## config.mk

```make
export PLATFORM = sky130hd
export DESIGN_NAME = stable_priority_queue_core_flat
export DESIGN_NICKNAME = d
export VERILOG_FILES = /design/src/rtl/core/spq_pkg.sv /design/src/rtl/core/spq_if.sv /design/src/rtl/core/stable_priority_queue_core.sv /design/src/rtl/core/spq_cell.sv /design/src/flat_wrapper.sv
export SDC_FILE = /design/constraint.sdc
export NUM_CORES = 2
export LEC_CHECK = 0
export ABC_CLOCK_PERIOD_IN_PS = 8220
export BUFFER_PORTS_ARGS = -buffer_cell sky130_fd_sc_hd__buf_2
export CAP_MARGIN = 25
export CORE_UTILIZATION = 64
export DETAILED_ROUTE_END_ITERATION = 7
export GPL_TIMING_DRIVEN = 0
export HOLD_SLACK_MARGIN = 0.08
export PLACE_DENSITY = 0.81
export SLEW_MARGIN = 30
export SYNTH_ARGS = -nofsm -noshare
export SYNTH_HDL_FRONTEND = slang
export SYNTH_HIERARCHICAL = 1
export SYNTH_SLANG_ARGS = --single-unit
```

## constraint.sdc

```tcl
create_clock -name i_clk -period 8.22 [get_ports i_clk]
set_input_delay 0 -clock i_clk [delete_from_list [all_inputs] [get_ports i_clk]]
set_output_delay 0 -clock i_clk [all_outputs]
set_load 0.01 [all_outputs]
```

## src/rtl/core/spq_pkg.sv

```systemverilog
// Package: shared types, constants and status codes of the stable priority queue.
`timescale 1ns / 1ps

package spq_pkg;

    // Number of cells in the chain
    localparam int QUEUE_DEPTH = 16;
    // Internal entry counter width, able to hold QUEUE_DEPTH itself
    localparam int CNT_W       = $clog2(QUEUE_DEPTH + 1);

    // Fixed field widths of the item channels
    localparam int HANDLE_W    = 32;
    localparam int KIND_W      = 16;
    localparam int PRIO_W      = 16;
    localparam int STATUS_W    = 3;
    localparam int COUNT_W     = 5;

    // Command codes
    typedef enum logic {
        CMD_INSERT = 1'b0,
        CMD_REMOVE = 1'b1
    } t_cmd;

    // Result status codes
    typedef enum logic [STATUS_W-1:0] {
        ST_OK    = 3'd0,
        ST_NULL  = 3'd1,
        ST_DUP   = 3'd2,
        ST_FULL  = 3'd3,
        ST_EMPTY = 3'd4
    } t_status;

    // One stored entry
    typedef struct packed {
        logic [HANDLE_W-1:0]      handle;
        logic [KIND_W-1:0]        kind;
        logic signed [PRIO_W-1:0] prio;
    } t_entry;

    // Per-cycle control broadcast to every cell
    typedef struct packed {
        logic   insert;  // committed insert this cycle
        logic   remove;  // committed remove this cycle
        t_entry req;     // entry carried by the command
    } t_cell_ctl;

endpackage

```

## src/rtl/core/spq_if.sv

```systemverilog
// Interfaces: command and result channels of the stable priority queue.
`timescale 1ns / 1ps

interface spq_cmd_if
    import spq_pkg::*;
();
    logic                     valid;
    logic                     ready;
    logic                     cmd;
    logic [HANDLE_W-1:0]      item_handle;
    logic [KIND_W-1:0]        item_kind;
    logic signed [PRIO_W-1:0] priority_req;

    modport source (output valid, cmd, item_handle, item_kind, priority_req, input ready);
    modport sink   (input valid, cmd, item_handle, item_kind, priority_req, output ready);
endinterface

interface spq_res_if
    import spq_pkg::*;
();
    logic                     valid;
    logic                     ready;
    logic [STATUS_W-1:0]      status;
    logic [COUNT_W-1:0]       count;
    logic [HANDLE_W-1:0]      out_handle;
    logic [KIND_W-1:0]        out_kind;
    logic signed [PRIO_W-1:0] out_priority;

    modport source (output valid, status, count, out_handle, out_kind, out_priority,
                    input ready);
    modport sink   (input valid, status, count, out_handle, out_kind, out_priority,
                    output ready);
endinterface

```

## src/rtl/core/stable_priority_queue_core.sv

```systemverilog
// Top level: stable minimum-priority queue built from a chain of sorted cells.
//
// Usage:
//   Commands arrive on i_cmd (valid/ready); each yields exactly one result item
//   on o_res (valid/ready). An insert places the entry after every stored entry
//   of lower or equal priority; a remove returns the head entry.
//   Inserts are rejected for a null handle, a handle already stored, or a full
//   queue, checked in that order. A remove on an empty queue reports empty.
//   Every result carries the entry count after the command.
// Throughput and timing:
//   One item per cycle while results are taken. A command accepted at one edge
//   has its result valid after that edge. All cells compare and shift in the
//   same cycle, so the duplicate search and the insert point settle within it.
// Stall:
//   The result register frees as the receiver takes it; while it holds an
//   untaken result, i_cmd.ready stays low and the queue state holds.
// Reset:
//   Synchronous, active low. Clears the entry count and the result valid;
//   cell contents are left as they are and are never read until written.
`timescale 1ns / 1ps

module stable_priority_queue_core
    import spq_pkg::*;
(
    input  logic   i_clk,
    input  logic   i_rst_n,
    spq_cmd_if.sink   i_cmd,
    spq_res_if.source o_res
);

    logic [CNT_W-1:0]         r_count;
    logic [CNT_W-1:0]         n_count;
    logic                     r_res_valid;
    t_status                  r_status;
    t_status                  n_status;
    logic [CNT_W-1:0]         r_res_count;
    t_entry                   r_res_entry;
    t_entry                   n_res_entry;

    t_cell_ctl                w_ctl;
    t_entry                   w_req;
    logic                     w_accept;
    logic                     w_dup;
    logic                     w_full;
    logic [QUEUE_DEPTH-1:0]   w_occ;
    logic [QUEUE_DEPTH-1:0]   w_gt;
    logic [QUEUE_DEPTH-1:0]   w_match;
    t_entry                   w_entry [QUEUE_DEPTH];

    // Accept when the result register is free or being drained
    assign i_cmd.ready = !r_res_valid || o_res.ready;
    assign w_accept    = i_cmd.valid && i_cmd.ready;

    assign w_req.handle = i_cmd.item_handle;
    assign w_req.kind   = i_cmd.item_kind;
    assign w_req.prio   = i_cmd.priority_req;

    assign w_dup  = |w_match;
    assign w_full = (r_count == CNT_W'(QUEUE_DEPTH));

    // Decide the command outcome
    always_comb begin
        n_status    = ST_OK;
        n_count     = r_count;
        n_res_entry = '0;
        w_ctl       = '0;
        w_ctl.req   = w_req;
        if (i_cmd.cmd == CMD_REMOVE) begin
            if (r_count == '0) begin
                n_status = ST_EMPTY;
            end else begin
                n_res_entry  = w_entry[0];
                n_count      = r_count - CNT_W'(1);
                w_ctl.remove = w_accept;
            end
        end else begin
            if (i_cmd.item_handle == '0) begin
                n_status = ST_NULL;
            end else if (w_dup) begin
                n_status = ST_DUP;
            end else if (w_full) begin
                n_status = ST_FULL;
            end else begin
                n_count      = r_count + CNT_W'(1);
                w_ctl.insert = w_accept;
            end
        end
    end

    // Build the chain of cells
    genvar g;
    generate
        for (g = 0; g < QUEUE_DEPTH; g++) begin : g_cell
            logic   w_left_gt;
            t_entry w_left;
            t_entry w_right;

            assign w_occ[g] = (CNT_W'(g) < r_count);

            if (g == 0) begin : g_head
                assign w_left_gt = 1'b0;
                assign w_left    = w_req;
            end else begin : g_body
                assign w_left_gt = w_gt[g-1];
                assign w_left    = w_entry[g-1];
            end

            if (g == QUEUE_DEPTH - 1) begin : g_tail
                assign w_right = w_entry[g];
            end else begin : g_mid
                assign w_right = w_entry[g+1];
            end

            spq_cell u_cell (
                .i_clk     (i_clk),
                .i_ctl     (w_ctl),
                .i_occ     (w_occ[g]),
                .i_left_gt (w_left_gt),
                .i_left    (w_left),
                .i_right   (w_right),
                .o_entry   (w_entry[g]),
                .o_gt      (w_gt[g]),
                .o_match   (w_match[g])
            );
        end
    endgenerate

    // Advance the count and hold the result until taken
    always_ff @(posedge i_clk) begin
        if (!i_rst_n) begin
            r_count     <= '0;
            r_res_valid <= 1'b0;
        end else begin
            if (w_accept) begin
                r_count     <= n_count;
                r_res_valid <= 1'b1;
            end else if (o_res.ready) begin
                r_res_valid <= 1'b0;
            end
        end
    end

    always_ff @(posedge i_clk) begin
        if (w_accept) begin
            r_status    <= n_status;
            r_res_count <= n_count;
            r_res_entry <= n_res_entry;
        end
    end

    assign o_res.valid        = r_res_valid;
    assign o_res.status       = r_status;
    assign o_res.count        = COUNT_W'(r_res_count);
    assign o_res.out_handle   = r_res_entry.handle;
    assign o_res.out_kind     = r_res_entry.kind;
    assign o_res.out_priority = r_res_entry.prio;

    // Count stays within the chain length
    a_count_bound: assert property (@(posedge i_clk) disable iff (!i_rst_n)
        r_count <= CNT_W'(QUEUE_DEPTH))
        else $error("entry count beyond queue depth");

    // Chain stays sorted: at most one insert boundary
    a_sorted: assert property (@(posedge i_clk) disable iff (!i_rst_n)
        $onehot0(w_gt & ~{w_gt[QUEUE_DEPTH-2:0], 1'b0}))
        else $error("cell chain out of priority order");

    // Successful insert grows the count by one
    a_insert_count: assert property (@(posedge i_clk) disable iff (!i_rst_n)
        w_ctl.insert |=> r_count == $past(r_count) + CNT_W'(1))
        else $error("insert did not grow the count");

    // A removed head never carries the null handle
    a_remove_handle: assert property (@(posedge i_clk) disable iff (!i_rst_n)
        w_ctl.remove |=> r_res_entry.handle != '0)
        else $error("null handle removed from queue");

endmodule

```

## src/rtl/core/spq_cell.sv

```systemverilog
// Cell: one slot of the sorted chain, shifting entries to or from its neighbours.
`timescale 1ns / 1ps

module spq_cell
    import spq_pkg::*;
(
    input  logic      i_clk,
    input  t_cell_ctl i_ctl,
    input  logic      i_occ,
    input  logic      i_left_gt,
    input  t_entry    i_left,
    input  t_entry    i_right,
    output t_entry    o_entry,
    output logic      o_gt,
    output logic      o_match
);

    t_entry r_entry;
    t_entry n_entry;

    // Flag slots that are free or hold a strictly larger priority
    assign o_gt    = !i_occ || (r_entry.prio > i_ctl.req.prio);
    assign o_match = i_occ && (r_entry.handle == i_ctl.req.handle);
    assign o_entry = r_entry;

    // Take the new entry at the boundary, shift right behind it, shift left on remove
    always_comb begin
        n_entry = r_entry;
        if (i_ctl.insert && o_gt) begin
            n_entry = i_left_gt ? i_left : i_ctl.req;
        end else if (i_ctl.remove) begin
            n_entry = i_right;
        end
    end

    always_ff @(posedge i_clk) begin
        r_entry <= n_entry;
    end

endmodule
```

## src/flat_wrapper.sv

```systemverilog
// flat-port wrapper written by rule: the top's interface ports become plain ports
module stable_priority_queue_core_flat import spq_pkg::*;
  (i_clk, i_rst_n, i_cmd_valid, i_cmd_cmd, i_cmd_item_handle, i_cmd_item_kind, i_cmd_priority_req, i_cmd_ready, o_res_valid, o_res_status, o_res_count, o_res_out_handle, o_res_out_kind, o_res_out_priority, o_res_ready);
  spq_cmd_if i_cmd_i ();
  spq_res_if o_res_i ();
  input  logic i_clk;
  input  logic i_rst_n;
  input wire logic [$bits(i_cmd_i.valid)-1:0] i_cmd_valid;
  input wire logic [$bits(i_cmd_i.cmd)-1:0] i_cmd_cmd;
  input wire logic [$bits(i_cmd_i.item_handle)-1:0] i_cmd_item_handle;
  input wire logic [$bits(i_cmd_i.item_kind)-1:0] i_cmd_item_kind;
  input wire logic [$bits(i_cmd_i.priority_req)-1:0] i_cmd_priority_req;
  output wire logic [$bits(i_cmd_i.ready)-1:0] i_cmd_ready;
  output wire logic [$bits(o_res_i.valid)-1:0] o_res_valid;
  output wire logic [$bits(o_res_i.status)-1:0] o_res_status;
  output wire logic [$bits(o_res_i.count)-1:0] o_res_count;
  output wire logic [$bits(o_res_i.out_handle)-1:0] o_res_out_handle;
  output wire logic [$bits(o_res_i.out_kind)-1:0] o_res_out_kind;
  output wire logic [$bits(o_res_i.out_priority)-1:0] o_res_out_priority;
  input wire logic [$bits(o_res_i.ready)-1:0] o_res_ready;
  assign i_cmd_i.valid = i_cmd_valid;
  assign i_cmd_i.cmd = i_cmd_cmd;
  assign i_cmd_i.item_handle = i_cmd_item_handle;
  assign i_cmd_i.item_kind = i_cmd_item_kind;
  assign i_cmd_i.priority_req = i_cmd_priority_req;
  assign i_cmd_ready = i_cmd_i.ready;
  assign o_res_valid = o_res_i.valid;
  assign o_res_status = o_res_i.status;
  assign o_res_count = o_res_i.count;
  assign o_res_out_handle = o_res_i.out_handle;
  assign o_res_out_kind = o_res_i.out_kind;
  assign o_res_out_priority = o_res_i.out_priority;
  assign o_res_i.ready = o_res_ready;
  stable_priority_queue_core u_core (.i_clk(i_clk), .i_rst_n(i_rst_n), .i_cmd(i_cmd_i), .o_res(o_res_i));
endmodule
```

==> results.md <==
- Largest net degree at the start of global routing: 65
- Clock transition at the registers of the reported paths: approximately 0.060 ns
- Power, Total: 19.55 mW
- Grt total ovfl: 0
- Final estimated routing congestion in global placement: roughly 0.93
- Placed Area: between 70000 and 80000 um2
- Vias in the first global route: about 47000
- FF-to-FF path depth: 16
- P_leak: roughly 31 nW
- IO buf count: 140
- R2r startpoint: u_core/r_count[1]
- Design area: 80620 um2
- Final Setup Violations: 0
- Final worst path period need: around 6.5 ns
- Status: finished clean
- Antenna-violating nets left: 0
- DP Wirelength: roughly 140000 um
- Max Clk Rate: 0.1538 GHz
- Worst Hold Class: in -> reg
- # IOs: about 140
- Worst-skew pair later-pin latency: between 0.7 and 0.8 ns
- Most common cell type on the critical path: buf_12
- Crit path kind: reg -> reg
- RSZ-0062 raised after global routing: false
- Die height: approximately 340 um
- Post-CTS setup buffer count: 0
- CP arrival: 6.85 ns
- Vias per inst: between 6 and 7
- Residual DRC: 0
- CTS tree: built
- Syn Nets: 5935
- WP buf/inv: 4
- Worst path top cell family by delay: simple AND/OR/NAND/NOR gates
- Cell Area, Synth: 73150 um2
- Clk_skew: about 0.021 ns
- Global-route wire length before repair: between 200000 and 300000 um
- Maximum vdd drop: 0.2236 mV
- Initial core utilization: between 60% and 70%
- Max-slew headroom: between 20% and 30%
- Endpoint, Worst Hold: u_core/g_cell[9].u_cell/o_entry[15]
- P&R area growth vs syn: 10.20%
- Clk root buf: clkbuf_16
- Fin Hold WS: about 0.18 ns
- R2r endpoint: u_core/g_cell[11].u_cell/o_entry[13]
- Fraction of layout cells with a size suffix above 1: between 20 and 30%
- Fin util: 71.37%
- First-pass detailed-route iteration total: 6
- Tcrit/Tclk final: about four fifths
- CP startpoint kind: register
- Crit path max fanout: 64
- H-tree levels: 4
- Worst path cell trace: clkbuf_1 -> nor2_1 -> o21bai_1 -> nand4_1 -> nor4_1 -> nor4_2 -> and4_2 -> o211ai_1 -> nor2_4 -> buf_16 -> nand2_1 -> or3b_2 -> nand4_4 -> buf_12 -> buf_12 -> or2_4
- Filler cells: roughly 7600
- Least-Margin Pin Slew: ~1.1 ns
- Fin nets: between 6000 and 7000
- Syn avg cell area: about 13 um2
- Die area: ~120000 um2
- # diodes: 0
- WL final: 176500 um
- CP startpoint: u_core/r_count[1]
- CTS Sinks: roughly 1100
- Worst R2R Setup Slack: around 1.7 ns
- Core area: between 100000 and 150000 um2
- Worst EP required: 8.57 ns
- Hold Path Stages: 4
- Initial antenna violation count: 0
- Drt wl/cell: about 23 um
- Overall Global Routing Usage: a little under a third
- Clk buf depth: 3
- Die X: around 340 um
- Largest stage delay on the critical path: about 0.77 ns
- CP max-delay cell: nor4_2
- Inserted Clock Buffers: around 130
- Most frequent cells in the layout: edfxtp_1 (1096), mux2_2 (974), mux2_1 (540)
- Slew Limit Fails: 0
- FP Rows: 123
- Synth Instances: 5606
- Count of final hold-check violations: 0
- Max-cap violations: 0
- Commonest non-fill, non-tap cell in the layout: edfxtp_1
- P per Cell Area: ~240 nW/um2
- # resized after CTS: 0
- Yosys warnings: 6
- Worst hold path startpoint: i_cmd_priority_req[15]
- Total number of vias: ~46000
- CP endpoint kind: register
- DR iter-0 viols: slightly below 4000
-- flip-flops by register name, indices dropped and copies added (netlist names) --
name and flops:
u_core/g_cell.u_cell/o_entry 1024, u_core/o_res.out_priority 16, u_core/o_res.out_kind 16, u_core/r_count 5
u_core/o_res.out_handle 32, u_core/o_res.count 5, u_core/o_res.status 3, u_core/o_res.valid 1
-- worst min-delay path: cells and delay by family --
kind / cells / cell delay (ns)
AOI/OAI and AO/OA: 1 / 0.17
buffers and inverters: 2 / 0.51
muxes: 1 / 0.12
-- per-layer routing --
| layer | GRT usage, % | part of all wire [%] | vias to the layer above |
|---|---|---|---|
| li1 | - | - | 21650 |
| met3 | 3.982 | 5.8 | 350 |
| met4 | 12.92 | 4.1 | 0 |
| met1 | 41.19 | 45 | 22750 |
| met5 | 0 | 0 | - |
| met2 | 47.95 | 46 | 1717 |
-- repair_timing --
item	in CTS	in global routing
endpoints found under the hold margin	268	0
hold buffers	24	0
setup endpoints to repair	0	0
-- worst max-delay path by stage --
stage	to	depth (start not counted)
after floorplan	u_core/g_cell[15].u_cell/o_entry[0]	12
after global placement	u_core/g_cell[15].u_cell/o_entry[17]	12
after detailed placement	u_core/g_cell[11].u_cell/o_entry[21]	15
after CTS	u_core/g_cell[11].u_cell/o_entry[13]	15
after global routing	u_core/g_cell[11].u_cell/o_entry[7]	16
final	u_core/g_cell[11].u_cell/o_entry[13]	16
-- report_power, final --
part	switching, mW	internal [mW]	total, mW
clock	2.28	3.39	5.67
combinational	2.60	2.83	5.44
sequential	0.832	7.61	8.45
-- stage by stage --
| stage | instances | setup TNS, ns | setup WS, ns |
|---|---|---|---|
| CTS | 7520 | 0 | 1.884 |
| global route | 7520 | 0 | 1.634 |
| finish | 7520 | 0 | 1.717 |
| detailed placement | 7263 | 0 | 1.937 |
| floorplan | 5606 | 0 | 2.265 |
| global placement | 7246 | -1218.20 | -1.662 |
-- final cells by class --
type	count	area, um2	area share (%)
buffer	279	2342	2.905
timing repair buffer	181	1291	1.602
clock inverter	53	452.9	0.5618
tap	1500	1877	2.328
multi-input combinational	3928	36800	45.65
inverter	297	1117	1.386
clock buffer	180	3705	4.595
sequential	1102	33030	40.97
No activity file was read; power rests on OpenSTA's default activity.
